File: config.mk
export PLATFORM = sky130hd
export DESIGN_NAME = quadratic_probe_hash_table_unit
export DESIGN_NICKNAME = d
export VERILOG_FILES = /design/src/qpht_pkg.sv /design/src/qpht_slot_ram.sv /design/src/qpht_home_mod.sv /design/src/qpht_probe_gen.sv /design/src/quadratic_probe_hash_table_unit.sv
export VERILOG_INCLUDE_DIRS = /design/src /design/src/src
export SDC_FILE = /design/constraint.sdc
export NUM_CORES = 1
export LEC_CHECK = 0
export BUFFER_PORTS_ARGS = -buffer_cell sky130_fd_sc_hd__buf_2
export CAP_MARGIN = 30
export CELL_PAD_IN_SITES_DETAIL_PLACEMENT = 2
export CELL_PAD_IN_SITES_GLOBAL_PLACEMENT = 2
export CORE_MARGIN = 2
export CORE_UTILIZATION = 53
export DETAILED_ROUTE_END_ITERATION = 8
export GPL_ROUTABILITY_DRIVEN = 1
export GPL_TIMING_DRIVEN = 0
export PLACE_DENSITY = 0.83
export RECOVER_POWER = 25
export SYNTH_ARGS = -nofsm -noshare
export SYNTH_HDL_FRONTEND = slang
export SYNTH_HIERARCHICAL = 1
export SYNTH_SLANG_ARGS = --single-unit
File: constraint.sdc
create_clock -name clock -period 15.5 [get_ports clock]
set_input_delay 0.775 -clock clock [delete_from_list [all_inputs] [get_ports clock]]
set_output_delay 0.775 -clock clock [all_outputs]
set_load 0.01 [all_outputs]
File: src/quadratic_probe_hash_table_unit_assert.svh
// ----------------------------------------------------------------------------
// Assertion macros for the quadratic probe hash table unit
// Clocked on clock and disabled during reset; each use states one property.
// ----------------------------------------------------------------------------
`ifndef QUADRATIC_PROBE_HASH_TABLE_UNIT_ASSERT_SVH
`define QUADRATIC_PROBE_HASH_TABLE_UNIT_ASSERT_SVH

// Same-cycle implication.
`define QPHT_ASSERT_NOW(label, ante, cons, msg) \
   label: assert property (@(posedge clock) disable iff (reset) (ante) |-> (cons)) \
      else $error(msg);

// Next-cycle implication.
`define QPHT_ASSERT_NEXT(label, ante, cons, msg) \
   label: assert property (@(posedge clock) disable iff (reset) (ante) |=> (cons)) \
      else $error(msg);

`endif

File: src/qpht_pkg.sv
// ----------------------------------------------------------------------------
// qpht_pkg
// Shared types and constants of the quadratic probe hash table unit.
// ----------------------------------------------------------------------------
package qpht_pkg;

   localparam int TABLE_SIZE_DEFAULT = 16;
   localparam int KEY_W              = 31;
   localparam int SLOT_IDX_W         = 4;

   typedef enum logic [1:0] {
      OP_INSERT = 2'd0,
      OP_SEARCH = 2'd1,
      OP_DELETE = 2'd2
   } op_type;

   typedef enum logic [2:0] {
      RES_INSERTED  = 3'd0,
      RES_PRESENT   = 3'd1,
      RES_FOUND     = 3'd2,
      RES_NOT_FOUND = 3'd3,
      RES_FULL      = 3'd4
   } status_type;

   typedef enum logic [1:0] {
      SLOT_EMPTY = 2'd0,
      SLOT_USED  = 2'd1,
      SLOT_TOMB  = 2'd2
   } slot_state_type;

   typedef struct packed {
      slot_state_type   state;
      logic [KEY_W-1:0] key;
   } slot_entry_type;

   // Probe generator control
   typedef struct packed {
      logic start;   // load home, restart at probe zero
      logic step;    // advance to next probe
   } pg_ctrl_type;

endpackage

File: src/qpht_slot_ram.sv
// ----------------------------------------------------------------------------
// qpht_slot_ram
// Slot store: one write port, one read port, registered read data.
// ----------------------------------------------------------------------------
module qpht_slot_ram #(
   parameter int TABLE_SIZE = qpht_pkg::TABLE_SIZE_DEFAULT
) (
   input  logic                            clock,
   input  logic                            wr_en,
   input  logic [$clog2(TABLE_SIZE)-1:0]   wr_addr,
   input  qpht_pkg::slot_entry_type        wr_data,
   input  logic                            rd_en,
   input  logic [$clog2(TABLE_SIZE)-1:0]   rd_addr,
   output qpht_pkg::slot_entry_type        rd_data
);

   qpht_pkg::slot_entry_type ram_ff [TABLE_SIZE];
   qpht_pkg::slot_entry_type rd_data_ff;

   always_ff @(posedge clock) begin
      if (wr_en) begin
         ram_ff[wr_addr] <= wr_data;
      end
   end

   always_ff @(posedge clock) begin
      if (rd_en) begin
         rd_data_ff <= ram_ff[rd_addr];
      end
   end

   assign rd_data = rd_data_ff;

endmodule

File: src/qpht_home_mod.sv
// ----------------------------------------------------------------------------
// qpht_home_mod
// Home slot: key mod table size. Mask for a power of two, else a reciprocal
// multiply and one compare-subtract, each registered.
// ----------------------------------------------------------------------------
module qpht_home_mod #(
   parameter int TABLE_SIZE = qpht_pkg::TABLE_SIZE_DEFAULT
) (
   input  logic                               clock,
   input  logic                               reset,
   input  logic                               start,
   input  logic [qpht_pkg::KEY_W-1:0]         key,
   output logic                               done,
   output logic [$clog2(TABLE_SIZE)-1:0]      home
);

   localparam int IDX_W   = $clog2(TABLE_SIZE);
   localparam int KEY_W   = qpht_pkg::KEY_W;
   localparam int PROD_W  = 2 * KEY_W;
   localparam bit IS_POW2 = (TABLE_SIZE & (TABLE_SIZE - 1)) == 0;
   localparam logic [IDX_W:0]   SIZE_X = (IDX_W + 1)'(TABLE_SIZE);
   // floor(2^31 / size): quotient estimate is low by at most one
   localparam logic [KEY_W-1:0] RECIP  = KEY_W'(64'h8000_0000 / 64'(TABLE_SIZE));

   logic                        mul_ff,   mul_in;
   logic                        done_ff,  done_in;
   logic [PROD_W-1:0]           prod_ff,  prod_in;
   logic [IDX_W:0]              low_ff,   low_in;
   logic [IDX_W-1:0]            rem_ff,   rem_in;
   logic [IDX_W:0]              q_low;
   logic [IDX_W:0]              diff;
   logic [IDX_W:0]              reduced;

   always_comb begin
      q_low   = prod_ff[KEY_W +: IDX_W + 1];
      // key - q*size lies in [0, 2*size), so the low bits are enough
      diff    = low_ff - q_low * SIZE_X;
      reduced = diff - SIZE_X;
      mul_in  = 1'b0;
      done_in = 1'b0;
      prod_in = prod_ff;
      low_in  = low_ff;
      rem_in  = rem_ff;
      if (start) begin
         if (IS_POW2) begin
            rem_in  = key[IDX_W-1:0];
            done_in = 1'b1;
         end else begin
            mul_in  = 1'b1;
            prod_in = PROD_W'(key) * PROD_W'(RECIP);
            low_in  = key[IDX_W:0];
         end
      end else if (mul_ff) begin
         rem_in  = (diff >= SIZE_X) ? reduced[IDX_W-1:0] : diff[IDX_W-1:0];
         done_in = 1'b1;
      end
   end

   always_ff @(posedge clock) begin
      if (reset) begin
         mul_ff  <= 1'b0;
         done_ff <= 1'b0;
      end else begin
         mul_ff  <= mul_in;
         done_ff <= done_in;
      end
      prod_ff <= prod_in;
      low_ff  <= low_in;
      rem_ff  <= rem_in;
   end

   assign done = done_ff;
   assign home = rem_ff;

endmodule

File: src/qpht_probe_gen.sv
// ----------------------------------------------------------------------------
// qpht_probe_gen
// Quadratic probe addresses: slot = (home + t*t) mod size, t*t kept by
// adding successive odd numbers, each sum reduced by one compare-subtract.
// ----------------------------------------------------------------------------
module qpht_probe_gen #(
   parameter int TABLE_SIZE = qpht_pkg::TABLE_SIZE_DEFAULT
) (
   input  logic                            clock,
   input  logic                            reset,
   input  qpht_pkg::pg_ctrl_type           ctrl,
   input  logic [$clog2(TABLE_SIZE)-1:0]   home,
   output logic [$clog2(TABLE_SIZE)-1:0]   loc,
   output logic                            more
);

   localparam int IDX_W = $clog2(TABLE_SIZE);
   localparam int CNT_W = $clog2(TABLE_SIZE + 1);
   localparam logic [IDX_W:0]   SIZE_X   = (IDX_W + 1)'(TABLE_SIZE);
   localparam logic [CNT_W-1:0] SIZE_CNT = CNT_W'(TABLE_SIZE);

   logic [IDX_W-1:0] home_ff, home_in;
   logic [IDX_W-1:0] sq_ff,   sq_in;    // t*t mod size
   logic [IDX_W-1:0] odd_ff,  odd_in;   // (2t+1) mod size
   logic [CNT_W-1:0] cnt_ff,  cnt_in;   // probes issued
   logic [IDX_W:0]   loc_sum, sq_sum, odd_sum;

   always_comb begin
      loc_sum = {1'b0, home_ff} + {1'b0, sq_ff};
      sq_sum  = {1'b0, sq_ff} + {1'b0, odd_ff};
      odd_sum = {1'b0, odd_ff} + (IDX_W + 1)'(2);
      if (loc_sum >= SIZE_X) loc_sum = loc_sum - SIZE_X;
      if (sq_sum  >= SIZE_X) sq_sum  = sq_sum  - SIZE_X;
      if (odd_sum >= SIZE_X) odd_sum = odd_sum - SIZE_X;
      home_in = home_ff;
      sq_in   = sq_ff;
      odd_in  = odd_ff;
      cnt_in  = cnt_ff;
      if (ctrl.start) begin
         home_in = home;
         sq_in   = '0;
         odd_in  = IDX_W'(1);
         cnt_in  = '0;
      end else if (ctrl.step) begin
         sq_in  = sq_sum[IDX_W-1:0];
         odd_in = odd_sum[IDX_W-1:0];
         cnt_in = cnt_ff + 1'b1;
      end
   end

   always_ff @(posedge clock) begin
      if (reset) begin
         cnt_ff <= SIZE_CNT;
      end else begin
         cnt_ff <= cnt_in;
      end
      home_ff <= home_in;
      sq_ff   <= sq_in;
      odd_ff  <= odd_in;
   end

   assign loc  = loc_sum[IDX_W-1:0];
   assign more = (cnt_ff != SIZE_CNT);

endmodule

File: src/quadratic_probe_hash_table_unit.sv
// ----------------------------------------------------------------------------
// quadratic_probe_hash_table_unit
// Open-addressing hash table with quadratic probing and tombstones.
// ----------------------------------------------------------------------------
// One word in asks to insert, search or delete a key; one word out gives the
// status and the slot. Words are handled one at a time. After reset the unit
// sweeps the slot memory to empty, one slot a cycle, holding req_stall high
// throughout. An item then passes from accept to the next accept through
// these steps, where the walk probes 1 to TABLE_SIZE slots: take the word,
// find the home slot, walk the probes (one memory read a cycle, data the
// cycle after), then write back and load the result once the output register
// is free. When TABLE_SIZE is not a power of two the home slot comes from a
// registered reciprocal multiply and then a registered correcting subtract.
// An unknown op code skips the walk and answers not found. The result sits
// in an output register, so the next word is taken while it waits.
// ----------------------------------------------------------------------------
`include "quadratic_probe_hash_table_unit_assert.svh"

module quadratic_probe_hash_table_unit #(
   parameter int TABLE_SIZE = qpht_pkg::TABLE_SIZE_DEFAULT
) (
   input  logic                                 clock,
   input  logic                                 reset,
   // request channel
   input  logic                                 req_valid,
   output logic                                 req_stall,
   input  logic [1:0]                           req_op,
   input  logic [qpht_pkg::KEY_W-1:0]           req_key,
   // response channel
   output logic                                 rsp_valid,
   input  logic                                 rsp_stall,
   output logic [2:0]                           rsp_status,
   output logic [qpht_pkg::SLOT_IDX_W-1:0]      rsp_slot_index
);

   localparam int IDX_W = $clog2(TABLE_SIZE);
   localparam logic [IDX_W-1:0] LAST_IDX = IDX_W'(TABLE_SIZE - 1);

   typedef enum logic [2:0] {
      ST_CLEAR,    // post-reset sweep to empty
      ST_IDLE,     // ready for a request word
      ST_HASH,     // waiting on home slot
      ST_PROBE,    // walking the probe path
      ST_FINISH    // write back, load response
   } state_type;

   state_type                     state_ff,     state_in;
   logic [IDX_W-1:0]              clr_idx_ff,   clr_idx_in;
   qpht_pkg::op_type              op_ff,        op_in;
   logic [qpht_pkg::KEY_W-1:0]    key_ff,       key_in;

   // walk outcome
   logic                          rd_pend_ff,   rd_pend_in;
   logic [IDX_W-1:0]              rd_loc_ff,    rd_loc_in;
   logic [IDX_W-1:0]              eval_cnt_ff,  eval_cnt_in;
   logic                          hit_ff,       hit_in;
   logic                          empty_ff,     empty_in;
   logic [IDX_W-1:0]              pos_ff,       pos_in;
   logic                          tomb_ok_ff,   tomb_ok_in;
   logic [IDX_W-1:0]              tomb_ff,      tomb_in;

   // response register
   logic                          rsp_valid_ff, rsp_valid_in;
   qpht_pkg::status_type          rsp_status_ff, rsp_status_in;
   logic [qpht_pkg::SLOT_IDX_W-1:0] rsp_slot_ff, rsp_slot_in;

   // unit connections
   logic                          home_start;
   logic                          home_done;
   logic [IDX_W-1:0]              home;
   qpht_pkg::pg_ctrl_type         pg_ctrl;
   logic [IDX_W-1:0]              pg_loc;
   logic                          pg_more;
   logic                          rd_en;
   logic                          wr_en;
   logic [IDX_W-1:0]              wr_addr;
   qpht_pkg::slot_entry_type      wr_data;
   qpht_pkg::slot_entry_type      rd_data;

   logic                          is_empty, is_match, is_tomb;
   logic                          rsp_free;
   logic                          ins_ok;

   qpht_home_mod #(
      .TABLE_SIZE (TABLE_SIZE)
   ) u_home (
      .clock (clock),
      .reset (reset),
      .start (home_start),
      .key   (key_in),
      .done  (home_done),
      .home  (home)
   );

   qpht_probe_gen #(
      .TABLE_SIZE (TABLE_SIZE)
   ) u_probe (
      .clock (clock),
      .reset (reset),
      .ctrl  (pg_ctrl),
      .home  (home),
      .loc   (pg_loc),
      .more  (pg_more)
   );

   qpht_slot_ram #(
      .TABLE_SIZE (TABLE_SIZE)
   ) u_ram (
      .clock   (clock),
      .wr_en   (wr_en),
      .wr_addr (wr_addr),
      .wr_data (wr_data),
      .rd_en   (rd_en),
      .rd_addr (pg_loc),
      .rd_data (rd_data)
   );

   // slot classification of the word just read
   assign is_empty = (rd_data.state == qpht_pkg::SLOT_EMPTY);
   assign is_match = (rd_data.state == qpht_pkg::SLOT_USED) && (rd_data.key == key_ff);
   assign is_tomb  = (rd_data.state == qpht_pkg::SLOT_TOMB);

   // response register free to load this cycle
   assign rsp_free = !rsp_valid_ff || !rsp_stall;
   // insert has somewhere to go: first tombstone, else the empty slot
   assign ins_ok   = tomb_ok_ff || empty_ff;

   always_comb begin
      state_in      = state_ff;
      clr_idx_in    = clr_idx_ff;
      op_in         = op_ff;
      key_in        = key_ff;
      rd_pend_in    = 1'b0;
      rd_loc_in     = rd_loc_ff;
      eval_cnt_in   = eval_cnt_ff;
      hit_in        = hit_ff;
      empty_in      = empty_ff;
      pos_in        = pos_ff;
      tomb_ok_in    = tomb_ok_ff;
      tomb_in       = tomb_ff;
      rsp_valid_in  = rsp_valid_ff;
      rsp_status_in = rsp_status_ff;
      rsp_slot_in   = rsp_slot_ff;
      home_start    = 1'b0;
      pg_ctrl       = '0;
      rd_en         = 1'b0;
      wr_en         = 1'b0;
      wr_addr       = clr_idx_ff;
      wr_data.state = qpht_pkg::SLOT_EMPTY;
      wr_data.key   = '0;

      if (rsp_valid_ff && !rsp_stall) begin
         rsp_valid_in = 1'b0;
      end

      unique case (state_ff)
         ST_CLEAR: begin
            wr_en = 1'b1;
            if (clr_idx_ff == LAST_IDX) begin
               state_in = ST_IDLE;
            end else begin
               clr_idx_in = clr_idx_ff + 1'b1;
            end
         end

         ST_IDLE: begin
            if (req_valid) begin
               op_in      = qpht_pkg::op_type'(req_op);
               key_in     = req_key;
               hit_in     = 1'b0;
               empty_in   = 1'b0;
               pos_in     = '0;
               tomb_ok_in = 1'b0;
               tomb_in    = '0;
               if (req_op == qpht_pkg::OP_INSERT || req_op == qpht_pkg::OP_SEARCH ||
                   req_op == qpht_pkg::OP_DELETE) begin
                  home_start = 1'b1;
                  state_in   = ST_HASH;
               end else begin
                  state_in = ST_FINISH;
               end
            end
         end

         ST_HASH: begin
            if (home_done) begin
               pg_ctrl.start = 1'b1;
               eval_cnt_in   = '0;
               state_in      = ST_PROBE;
            end
         end

         ST_PROBE: begin
            // issue the next probe read; a read in flight at stop is dropped
            if (pg_more) begin
               rd_en        = 1'b1;
               pg_ctrl.step = 1'b1;
               rd_pend_in   = 1'b1;
               rd_loc_in    = pg_loc;
            end
            // evaluate the slot read last cycle
            if (rd_pend_ff) begin
               eval_cnt_in = eval_cnt_ff + 1'b1;
               if (is_tomb && !tomb_ok_ff) begin
                  tomb_ok_in = 1'b1;
                  tomb_in    = rd_loc_ff;
               end
               priority if (is_empty) begin
                  empty_in = 1'b1;
                  pos_in   = rd_loc_ff;
                  state_in = ST_FINISH;
               end else if (is_match) begin
                  hit_in   = 1'b1;
                  pos_in   = rd_loc_ff;
                  state_in = ST_FINISH;
               end else if (eval_cnt_ff == LAST_IDX) begin
                  state_in = ST_FINISH;
               end else begin
                  // keep walking
               end
            end
         end

         ST_FINISH: begin
            if (rsp_free) begin
               rsp_valid_in  = 1'b1;
               rsp_status_in = qpht_pkg::RES_NOT_FOUND;
               rsp_slot_in   = '0;
               wr_data.key   = key_ff;
               priority if (op_ff == qpht_pkg::OP_INSERT) begin
                  priority if (hit_ff) begin
                     rsp_status_in = qpht_pkg::RES_PRESENT;
                     rsp_slot_in   = qpht_pkg::SLOT_IDX_W'(pos_ff);
                  end else if (ins_ok) begin
                     wr_en         = 1'b1;
                     wr_addr       = tomb_ok_ff ? tomb_ff : pos_ff;
                     wr_data.state = qpht_pkg::SLOT_USED;
                     rsp_status_in = qpht_pkg::RES_INSERTED;
                     rsp_slot_in   = qpht_pkg::SLOT_IDX_W'(wr_addr);
                  end else begin
                     rsp_status_in = qpht_pkg::RES_FULL;
                  end
               end else if ((op_ff == qpht_pkg::OP_SEARCH || op_ff == qpht_pkg::OP_DELETE)
                            && hit_ff) begin
                  rsp_status_in = qpht_pkg::RES_FOUND;
                  rsp_slot_in   = qpht_pkg::SLOT_IDX_W'(pos_ff);
                  if (op_ff == qpht_pkg::OP_DELETE) begin
                     wr_en         = 1'b1;
                     wr_addr       = pos_ff;
                     wr_data.state = qpht_pkg::SLOT_TOMB;
                  end
               end else begin
                  // miss or unknown op: not found, table unchanged
               end
               state_in = ST_IDLE;
            end
         end

         default: begin
            state_in = ST_IDLE;
         end
      endcase
   end

   always_ff @(posedge clock) begin
      if (reset) begin
         state_ff     <= ST_CLEAR;
         clr_idx_ff   <= '0;
         rd_pend_ff   <= 1'b0;
         rsp_valid_ff <= 1'b0;
      end else begin
         state_ff     <= state_in;
         clr_idx_ff   <= clr_idx_in;
         rd_pend_ff   <= rd_pend_in;
         rsp_valid_ff <= rsp_valid_in;
      end
      op_ff         <= op_in;
      key_ff        <= key_in;
      rd_loc_ff     <= rd_loc_in;
      eval_cnt_ff   <= eval_cnt_in;
      hit_ff        <= hit_in;
      empty_ff      <= empty_in;
      pos_ff        <= pos_in;
      tomb_ok_ff    <= tomb_ok_in;
      tomb_ff       <= tomb_in;
      rsp_status_ff <= rsp_status_in;
      rsp_slot_ff   <= rsp_slot_in;
   end

   assign req_stall      = (state_ff != ST_IDLE);
   assign rsp_valid      = rsp_valid_ff;
   assign rsp_status     = rsp_status_ff;
   assign rsp_slot_index = rsp_slot_ff;

   // memory written only by the sweep or at write-back
   `QPHT_ASSERT_NOW(a_wr_when, wr_en, (state_ff == ST_CLEAR || state_ff == ST_FINISH), "slot write outside sweep or write-back")
   // once every probe is issued, the last read must be pending so the walk ends
   `QPHT_ASSERT_NOW(a_walk_ends, (state_ff == ST_PROBE && !pg_more), rd_pend_ff, "probe path exhausted with no read pending")
   // no request word taken during the clearing sweep
   `QPHT_ASSERT_NOW(a_clear_stall, (state_ff == ST_CLEAR), req_stall, "request open during sweep")
   // a write-back always closes the item
   `QPHT_ASSERT_NEXT(a_wb_done, (state_ff == ST_FINISH && wr_en), (state_ff == ST_IDLE && rsp_valid_ff), "write-back without response")

endmodule

==> impl_table.tex, run 1 <==
\begin{tabular}{lr}
\hline
Metric & Value \\
\hline
\multicolumn{2}{l}{\textbf{Run status}} \\
\quad Run status & finished with violations \\
\quad Failing checks & capacitance limit, slew limit \\
\multicolumn{2}{l}{\textbf{Setup path}} \\
\quad Critical path type & reg -> reg \\
\quad Required arrival time at the worst endpoint & 15.80 ns \\
\quad Kind of end point of the critical path & flip-flop \\
\quad Delay of the slowest cell on the worst path & 1.97 ns \\
\quad Biggest fanout along the worst timing path & 21 \\
\quad Cell Chain, Critical Path & clkbuf\_1 > nor2\_1 > nand3\_1 > nor3\_1 > nor2\_2 > a32oi\_1 > nand2\_1 > or3b\_2 > nor3\_2 > buf\_8 > buf\_6 \\
\quad Worst Path Buf+Inv & 3 \\
\quad CP max-delay cell & sky130\_fd\_sc\_hd\_\_nor3\_1 \\
\quad Crit path launch type & flip-flop \\
\quad Top Family by Delay on Critical Path & simple AND/OR/NAND/NOR gates \\
\quad Data arrival, critical path & 6.57 ns \\
\multicolumn{2}{l}{\textbf{Timing}} \\
\quad Transition time at the pin with the least slew margin & 2.47 ns \\
\quad Final Critical Period & 6.27 ns \\
\quad Final clock period utilization by the worst path & 40.5\% \\
\quad Number of max-slew violations in the final report & 85 \\
\quad Post-route clock skew & 0.0212 ns \\
\quad \# setup viols final & 0 \\
\quad Final total negative setup slack & 0 ns \\
\quad Number of hold-slack violations in the final timing report & 0 \\
\quad Achievable clock frequency & 159 MHz \\
\quad RSZ-0062 raised after global routing & no \\
\quad Headroom to the max-slew limit & -66.1\% \\
\multicolumn{2}{l}{\textbf{Clocking}} \\
\quad CTS H-Tree Depth & 3 \\
\quad Insertion delay to the later sink of the worst-skew pair & 0.60 ns \\
\quad \# Post-CTS Setup Buffers & 0 \\
\quad TritonCTS Sinks & 650 \\
\quad CTS tree & built \\
\quad Number of buffers added by the clock tree synthesis step & 69 \\
\quad Buffer depth of the longest clock path & 3 \\
\quad CTS Hold Buffers Added & 0 \\
\quad Reg clk slew, reported paths & 0.06 ns \\
\quad Count of instances resized after the clock tree is built & 0 \\
\quad Root buffer selected by CTS & sky130\_fd\_sc\_hd\_\_clkbuf\_16 \\
\multicolumn{2}{l}{\textbf{Power and ir drop}} \\
\quad Clock group share of total power & 44.1\% \\
\quad Areal power density over the cells & 131 nW/um\^{}2 \\
\quad Leak & 9.46 nW \\
\quad Share of power burned in registers & 51.8\% \\
\quad Switching fraction of total power & 22.0\% \\
\quad Combinational power share & 4.1\% \\
\quad Net switching power of the design & 838 uW \\
\quad Internal power & 2.97 mW \\
\quad Max IR drop VDD & 112 uV \\
\multicolumn{2}{l}{\textbf{Flow run}} \\
\quad Number of violations of the max-capacitance limit & 5 \\
\multicolumn{2}{l}{\textbf{Logic synthesis}} \\
\quad Avg Inst Size Synth & 20.4 um\^{}2 \\
\quad Top-count cell post-synth & sky130\_fd\_sc\_hd\_\_edfxtp\_1 \\
\quad Synth top area share & 70.6\% \\
\quad Top cell types by occurrence after synthesis & sky130\_fd\_sc\_hd\_\_edfxtp\_1 (597), sky130\_fd\_sc\_hd\_\_mux4\_2 (113), sky130\_fd\_sc\_hd\_\_a22oi\_1 (69) \\
\quad Synth Register Bits & 650 \\
\quad Number of synthesized flops with an enable pin & 597 \\
\quad Async set or reset register ratio after synthesis & 0\% \\
\quad Dominant register cell in the synthesized netlist & sky130\_fd\_sc\_hd\_\_edfxtp\_1 \\
\quad Number of nets produced by synthesis & 1296 \\
\quad Synth unique cells & 61 \\
\quad Ranking of synthesized cells by area & sky130\_fd\_sc\_hd\_\_edfxtp\_1 (71\%), sky130\_fd\_sc\_hd\_\_mux4\_2 (10\%), sky130\_fd\_sc\_hd\_\_dfxtp\_1 (4.2\%) \\
\quad Warnings, synthesis & 6 \\
\quad Register area share after synthesis & 74.8\% \\
\quad Synth Instances & 1245 \\
\quad Cell type with the largest total area after synthesis & sky130\_fd\_sc\_hd\_\_edfxtp\_1 \\
\quad Netlist Area Pre-Place & 25400 um\^{}2 \\
\multicolumn{2}{l}{\textbf{Routing}} \\
\quad Number of DRC markers after the initial detailed-route iteration & 1945 \\
\quad Average wire per standard cell & 42.1 um \\
\quad DRC violation count after routing & 0 \\
\quad Routed wire length & 86800 um \\
\quad Via Count & 14100 \\
\quad Remaining antenna violation count after routing & 0 \\
\quad Number of vias per cell & 6.81 \\
\quad First drt pass iteration count & 7 \\
\multicolumn{2}{l}{\textbf{Die}} \\
\quad Effective utilization at floorplan & 53.4\% \\
\quad Horizontal die dimension & 223 um \\
\quad Y dimension of the die & 223 um \\
\quad Row count & 80 \\
\quad Top-level I/O count & 46 \\
\quad Std-Cell Core Area & 47500 um\^{}2 \\
\quad DIE AREA & 49700 um\^{}2 \\
\multicolumn{2}{l}{\textbf{GRT}} \\
\quad Overall fraction of global-route tracks in use & 35.9\% \\
\quad First-pass GRT wire length & 122000 um \\
\quad Via count of the first global-routing pass & 15100 \\
\quad Total congestion overflow & 0 \\
\quad Maximum number of pins on one net before global-route repair & 25 \\
\quad Initial antenna violation count & 1 \\
\multicolumn{2}{l}{\textbf{Placement}} \\
\quad Placed wire-length estimate & 51500 um \\
\quad Gpl congestion & 0.748 \\
\quad Count of input and output buffers & 45 \\
\multicolumn{2}{l}{\textbf{Worst hold path}} \\
\quad Hold crit path type & in -> reg \\
\multicolumn{2}{l}{\textbf{Cells and area}} \\
\quad Share of post-route cells with drive strength above 1 & 22.2\% \\
\quad \# fillers & 3711 \\
\quad Layout Nets & 1445 \\
\quad Post-synthesis to final-layout area growth & 14.4\% \\
\quad Share of the core filled with cells & 61.1\% \\
\quad N\_diodes & 0 \\
\hline
\end{tabular}
-- worst reg2reg max path, cell delays in order (launching register included) --
cell and delay [ns]:
sky130_fd_sc_hd__dfxtp_1 0.31, sky130_fd_sc_hd__clkbuf_1 0.21, sky130_fd_sc_hd__nor2_1 0.34, sky130_fd_sc_hd__nand3_1 0.31, sky130_fd_sc_hd__nor3_1 1.97, sky130_fd_sc_hd__nor2_2 0.25, sky130_fd_sc_hd__a32oi_1 0.40, sky130_fd_sc_hd__nand2_1 0.22
sky130_fd_sc_hd__or3b_2 0.65, sky130_fd_sc_hd__nor3_2 0.81, sky130_fd_sc_hd__buf_8 0.27, sky130_fd_sc_hd__buf_6 0.21
-- power groups by stage --
stage | clock network (mW) | registers [mW] | logic [mW]
4_1_cts | 1.70 | 1.97 | 0.162
2_1_floorplan | 0 | 1.99 | 0.0858
6_report | 1.68 | 1.97 | 0.157
3_3_place_gp | 0 | 2.00 | 0.132
5_1_grt | 1.74 | 1.97 | 0.162
3_5_place_dp | 0 | 2.01 | 0.156
-- worst paths after layout --
check,from,to,slack [ns],cells after the start
setup / recovery,state_ff[0]$_SDFFE_PP0P_,u_ram/ram_ff[0][21]$_DFFE_PP_,9.23,11
hold / removal,req_key[16],key_ff[16]$_DFF_P_,0.38,2
setup reg to reg,state_ff[0]$_SDFFE_PP0P_,u_ram/ram_ff[0][21]$_DFFE_PP_,9.23,11
hold reg to reg,u_home/home[0]$_DFFE_PP_,u_probe/home_ff[0]$_DFFE_PP_,0.47,0
-- layout by cell type, fill, tap and decap left out, types with 5 or more instances in the layout --
master / instances
sky130_fd_sc_hd__clkinv_1: 6
sky130_fd_sc_hd__and2_1: 22
sky130_fd_sc_hd__buf_12: 18
sky130_fd_sc_hd__nor2_4: 12
sky130_fd_sc_hd__nor2b_1: 6
sky130_fd_sc_hd__buf_6: 15
sky130_fd_sc_hd__a21o_1: 7
sky130_fd_sc_hd__and2_0: 10
sky130_fd_sc_hd__clkbuf_1: 70
sky130_fd_sc_hd__xor2_1: 18
sky130_fd_sc_hd__clkbuf_8: 12
sky130_fd_sc_hd__mux4_1: 19
sky130_fd_sc_hd__clkinv_2: 6
sky130_fd_sc_hd__nand4_1: 8
sky130_fd_sc_hd__dfxtp_1: 53
sky130_fd_sc_hd__mux2_1: 30
sky130_fd_sc_hd__inv_1: 13
sky130_fd_sc_hd__a22oi_1: 69
sky130_fd_sc_hd__xnor2_1: 27
sky130_fd_sc_hd__buf_2: 43
sky130_fd_sc_hd__nand2b_1: 5
sky130_fd_sc_hd__nor2_1: 21
sky130_fd_sc_hd__mux2i_1: 7
sky130_fd_sc_hd__a21oi_1: 8
sky130_fd_sc_hd__buf_8: 5
sky130_fd_sc_hd__clkbuf_16: 73
sky130_fd_sc_hd__ha_1: 12
sky130_fd_sc_hd__and3_1: 8
sky130_fd_sc_hd__edfxtp_1: 597
sky130_fd_sc_hd__nand2_1: 51
sky130_fd_sc_hd__mux4_2: 113
sky130_fd_sc_hd__nor3_1: 8
sky130_fd_sc_hd__nand3_1: 8
-- per-stage QoR --
stage          hold WS [ns]  area, um^2  setup WS (ns)  instances  total power, mW
5_1_grt               0.380       29100           9.19       2063             3.88
2_1_floorplan         0.400       25400          10.21       1245             2.08
3_5_place_dp          0.422       27000          10.31       1937             2.16
6_report              0.385       29100           9.23       2063             3.81
4_1_cts               0.356       29300          10.48       2062             3.83
3_3_place_gp          0.401       26400           6.65       1905             2.13
-- flip-flops by register name, summed over array words and instances (netlist names), 2 cells and up --
signal	flops
clr_idx_ff	4
eval_cnt_ff	4
key_ff	31
op_ff	2
pos_ff	4
rd_loc_ff	4
rsp_slot_index	4
rsp_status	3
state_ff	3
tomb_ff	4
u_home/home	4
u_probe/cnt_ff	5
u_probe/home_ff	4
u_probe/odd_ff	3
u_probe/sq_ff	4
u_ram/ram_ff	528
u_ram/rd_data	33
-- layout make-up --
cell class                 count  area, um^2  share of cell area [%]
timing repair buffer          78         712                    2.45
clock buffer                 107        2070                    7.14
inverter                      14        52.6                   0.181
clock inverter                18         165                   0.568
multi-input combinational    521        5920                    20.4
sequential                   650       19000                    65.3
tap                          615         769                    2.65
buffer                        60         380                    1.31
-- per-layer routing --
layer / GRT usage, % / share of wire (%)
met5: 0 / 0
met4: 13.1 / 3.8
met3: 5.89 / 7.6
met2: 59.5 / 49
met1: 48.5 / 39
-- cells by family (layout without fill, tap and decap cells) --
logic type | after synthesis | in the layout | share of synthesized area [%]
AO/OA/AOI/OAI | 110 | 110 | 3.23
XOR/XNOR | 45 | 45 | 1.55
adder cells (fa/ha/maj) | 14 | 14 | 0.749
buffers and inverters | 74 | 277 | 1.88
flip-flops | 650 | 650 | 74.8
multiplexers | 172 | 172 | 14.0
AND/OR/NAND/NOR | 180 | 180 | 3.80
(Power assumes the default switching activity.)
==> inputs of run 2 (changes only) <==
--- a/config.mk
+++ b/config.mk
@@ -11,11 +11,11 @@
 export CELL_PAD_IN_SITES_DETAIL_PLACEMENT = 2
 export CELL_PAD_IN_SITES_GLOBAL_PLACEMENT = 2
 export CORE_MARGIN = 2
-export CORE_UTILIZATION = 53
+export CORE_UTILIZATION = 50
 export DETAILED_ROUTE_END_ITERATION = 8
 export GPL_ROUTABILITY_DRIVEN = 1
 export GPL_TIMING_DRIVEN = 0
-export PLACE_DENSITY = 0.83
+export PLACE_DENSITY = 0.79
 export RECOVER_POWER = 25
 export SYNTH_ARGS = -nofsm -noshare
 export SYNTH_HDL_FRONTEND = slang
==> constraint.sdc (replaced) <==
create_clock -name clock -period 5.9 [get_ports clock]
set_input_delay 0.295 -clock clock [delete_from_list [all_inputs] [get_ports clock]]
set_output_delay 0.295 -clock clock [all_outputs]
set_load 0.01 [all_outputs]
==> run 2 against run 1 <==
  * The flow still finishes with violations (capacitance limit, slew limit)
  * Wire length rose by 2.4%
  * Sequential cell count stayed put
  * Maximum frequency grew 22%
  * Sequential power grew to 2.6 times the previous value
  * Register-to-register slack lost 8.5 ns
  * Global-route usage is 2.0 points lower
  * Clock power rose to 2.8 times the previous value
  * Sequential share of layout area down 1.2 points
  * Critical path depth rose by 2
  * Clock-buffer cell count is 15 lower
  * Power increased to 2.7 times the previous value
  * Setup slack worse by 8.5 ns
  * Critical endpoint is now u_ram/ram_ff[12][0]$_DFFE_PP_
  * Largest cell class unchanged
==> impl_table.tex, run 2 (synthesized netlist as in run 1, its figures left out) <==
\begin{tabular}{lr}
\hline
Metric & Value \\
\hline
\multicolumn{2}{l}{\textbf{Run status}} \\
\quad Run status & finished with violations \\
\quad Failing checks & capacitance limit, slew limit \\
\multicolumn{2}{l}{\textbf{Setup path}} \\
\quad Cell Chain, Critical Path & clkbuf\_1 > nor2\_2 > nand3\_4 > nor4b\_1 > clkbuf\_1 > a21o\_1 > nand2\_1 > nand2\_1 > nand3\_1 > nor3\_2 > buf\_8 > buf\_4 > buf\_6 \\
\quad Required arrival time at the worst endpoint & 6.20 ns \\
\quad Worst Path Buf+Inv & 5 \\
\quad Crit path launch type & flip-flop \\
\quad Delay of the slowest cell on the worst path & 0.86 ns \\
\quad Kind of end point of the critical path & flip-flop \\
\quad Critical path type & reg -> reg \\
\quad Biggest fanout along the worst timing path & 17 \\
\quad CP max-delay cell & sky130\_fd\_sc\_hd\_\_nor3\_2 \\
\quad Data arrival, critical path & 5.43 ns \\
\quad R2r worst-path depth & 13 \\
\quad Top Family by Delay on Critical Path & simple AND/OR/NAND/NOR gates \\
\quad Critical Path Stages & 13 \\
\multicolumn{2}{l}{\textbf{Routing}} \\
\quad DRC violation count after routing & 0 \\
\quad Routed wire length & 88900 um \\
\quad Number of vias per cell & 6.73 \\
\quad First drt pass iteration count & 5 \\
\quad Average wire per standard cell & 41.1 um \\
\quad Via Count & 14500 \\
\quad Remaining antenna violation count after routing & 0 \\
\quad Number of DRC markers after the initial detailed-route iteration & 1841 \\
\multicolumn{2}{l}{\textbf{GRT}} \\
\quad Overall fraction of global-route tracks in use & 33.9\% \\
\quad GR Util met2 & 57.1\% \\
\quad Via count of the first global-routing pass & 15400 \\
\quad Total congestion overflow & 0 \\
\quad Maximum number of pins on one net before global-route repair & 25 \\
\quad Met1 track demand over resource in global routing & 44.2\% \\
\quad Met3 routing resource usage after global routing & 5.27\% \\
\quad Initial antenna violation count & 2 \\
\quad First-pass GRT wire length & 123000 um \\
\quad Global-route layer with the greatest usage & met2 \\
\multicolumn{2}{l}{\textbf{Cells and area}} \\
\quad \# fillers & 4022 \\
\quad Finished layout cell area & 29600 um\^{}2 \\
\quad Number of flip-flops in the largest register & 528 \\
\quad Commonest non-fill, non-tap cell in the layout & sky130\_fd\_sc\_hd\_\_edfxtp\_1 \\
\quad Commonest cells after routing, fill and taps aside & sky130\_fd\_sc\_hd\_\_edfxtp\_1 (597), sky130\_fd\_sc\_hd\_\_mux4\_2 (113), sky130\_fd\_sc\_hd\_\_clkbuf\_16 (71) \\
\quad Post-synthesis to final-layout area growth & 16.6\% \\
\quad Layout Nets & 1482 \\
\quad Share of post-route cells with drive strength above 1 & 22.6\% \\
\quad Most flop-heavy register & u\_ram/ram\_ff \\
\multicolumn{2}{l}{\textbf{Timing}} \\
\quad Achievable clock frequency & 195 MHz \\
\quad Number of max-slew violations in the final report & 58 \\
\quad Crit path setup slack, layout & 0.776 ns \\
\quad Final Critical Period & 5.12 ns \\
\quad Worst Hold Margin & 0.0322 ns \\
\quad \# setup viols final & 0 \\
\quad Final clock period utilization by the worst path & 86.9\% \\
\quad Transition time at the pin with the least slew margin & 2.13 ns \\
\quad Number of hold-slack violations in the final timing report & 0 \\
\quad Post-route clock skew & 0.0243 ns \\
\quad Headroom to the max-slew limit & -42.3\% \\
\quad RSZ-0062 raised after global routing & no \\
\multicolumn{2}{l}{\textbf{Flow run}} \\
\quad Number of violations of the max-capacitance limit & 3 \\
\multicolumn{2}{l}{\textbf{Die}} \\
\quad Top-level I/O count & 46 \\
\quad Horizontal die dimension & 229 um \\
\quad Effective utilization at floorplan & 50.6\% \\
\quad Row count & 82 \\
\quad Y dimension of the die & 229 um \\
\quad DIE AREA & 52600 um\^{}2 \\
\quad Std-Cell Core Area & 50200 um\^{}2 \\
\multicolumn{2}{l}{\textbf{Clocking}} \\
\quad TritonCTS Sinks & 650 \\
\quad Buffer depth of the longest clock path & 3 \\
\quad CTS tree & built \\
\quad Number of buffers added by the clock tree synthesis step & 69 \\
\quad Reg clk slew, reported paths & 0.07 ns \\
\quad CTS H-Tree Depth & 3 \\
\quad Root buffer selected by CTS & sky130\_fd\_sc\_hd\_\_clkbuf\_16 \\
\quad Insertion delay to the later sink of the worst-skew pair & 0.62 ns \\
\quad \# Post-CTS Setup Buffers & 0 \\
\multicolumn{2}{l}{\textbf{Worst hold path}} \\
\quad Hold Path Stages & 3 \\
\quad Hold crit path type & in -> reg \\
\multicolumn{2}{l}{\textbf{Placement}} \\
\quad Pre-CTS setup slack & 1.05 ns \\
\quad Standard cell area after detailed placement & 27100 um\^{}2 \\
\quad Placed wire-length estimate & 49800 um \\
\quad Count of input and output buffers & 45 \\
\quad Gpl congestion & 0.740 \\
\multicolumn{2}{l}{\textbf{Power and ir drop}} \\
\quad Max IR drop VDD & 302 uV \\
\quad Leak & 9.65 nW \\
\quad Areal power density over the cells & 346 nW/um\^{}2 \\
\hline
\end{tabular}
-- run 2: through the flow --
stage | instances | setup TNS (ns) | utilization (%) | power, mW
after floorplan | 1245 | 0 | - | 5.45
after global placement | 1962 | -472.65 | 52.8 | 5.61
after detailed placement | 1992 | 0 | 53.9 | 5.68
after CTS | 2154 | 0 | 59.2 | 10.2
after global routing | 2160 | 0 | 59.0 | 10.5
final | 2161 | 0 | 59.0 | 10.3
-- run 2: where the power goes --
part           internal (mW)  leakage, nW  switching [mW]
combinational          0.173         2.74           0.263
sequential              5.09         5.79          0.0886
clock                   2.62         1.12            2.01
-- run 2: worst reg2reg max path, cell delays in order (launching register included) --
cell	delay [ns]
sky130_fd_sc_hd__dfxtp_1	0.30
sky130_fd_sc_hd__clkbuf_1	0.20
sky130_fd_sc_hd__nor2_2	0.26
sky130_fd_sc_hd__nand3_4	0.14
sky130_fd_sc_hd__nor4b_1	0.72
sky130_fd_sc_hd__clkbuf_1	0.77
sky130_fd_sc_hd__a21o_1	0.21
sky130_fd_sc_hd__nand2_1	0.08
sky130_fd_sc_hd__nand2_1	0.15
sky130_fd_sc_hd__nand3_1	0.41
sky130_fd_sc_hd__nor3_2	0.86
sky130_fd_sc_hd__buf_8	0.26
sky130_fd_sc_hd__buf_4	0.25
sky130_fd_sc_hd__buf_6	0.22
-- run 2: final timing paths --
| check | startpoint | to | slack, ns |
|---|---|---|---|
| worst max-delay path | state_ff[0]$_SDFFE_PP0P_ | u_ram/ram_ff[12][0]$_DFFE_PP_ | 0.78 |
| worst min-delay path | rsp_stall | rsp_valid$_SDFF_PP0_ | 0.03 |
| worst max register to register | state_ff[0]$_SDFFE_PP0P_ | u_ram/ram_ff[12][0]$_DFFE_PP_ | 0.78 |
| worst min register to register | u_home/home[3]$_DFFE_PP_ | u_probe/home_ff[3]$_DFFE_PP_ | 0.43 |
-- run 2: repair_timing --
| action | 4_1_cts | 5_1_grt |
|---|---|---|
| hold buffers | 34 | 0 |
| hold endpoints to repair | 40 | 0 |
| gates resized for setup | 0 | 0 |
-- run 2: layer usage --
metal	wire length (um)	up-vias
met5	0	-
met4	3400	0
met3	6960	200
met2	45000	994
met1	33500	7861
li1	-	5480
-- run 2: layout make-up --
class	instances	area [um^2]	share of cell area [%]
multi-input combinational	521	5950	20.1
clock inverter	36	380	1.28
buffer	60	377	1.27
tap	672	841	2.84
timing repair buffer	115	1090	3.67
clock buffer	92	1930	6.50
sequential	650	19000	64.1
inverter	14	52.6	0.177
antenna	1	2.50	0.00845
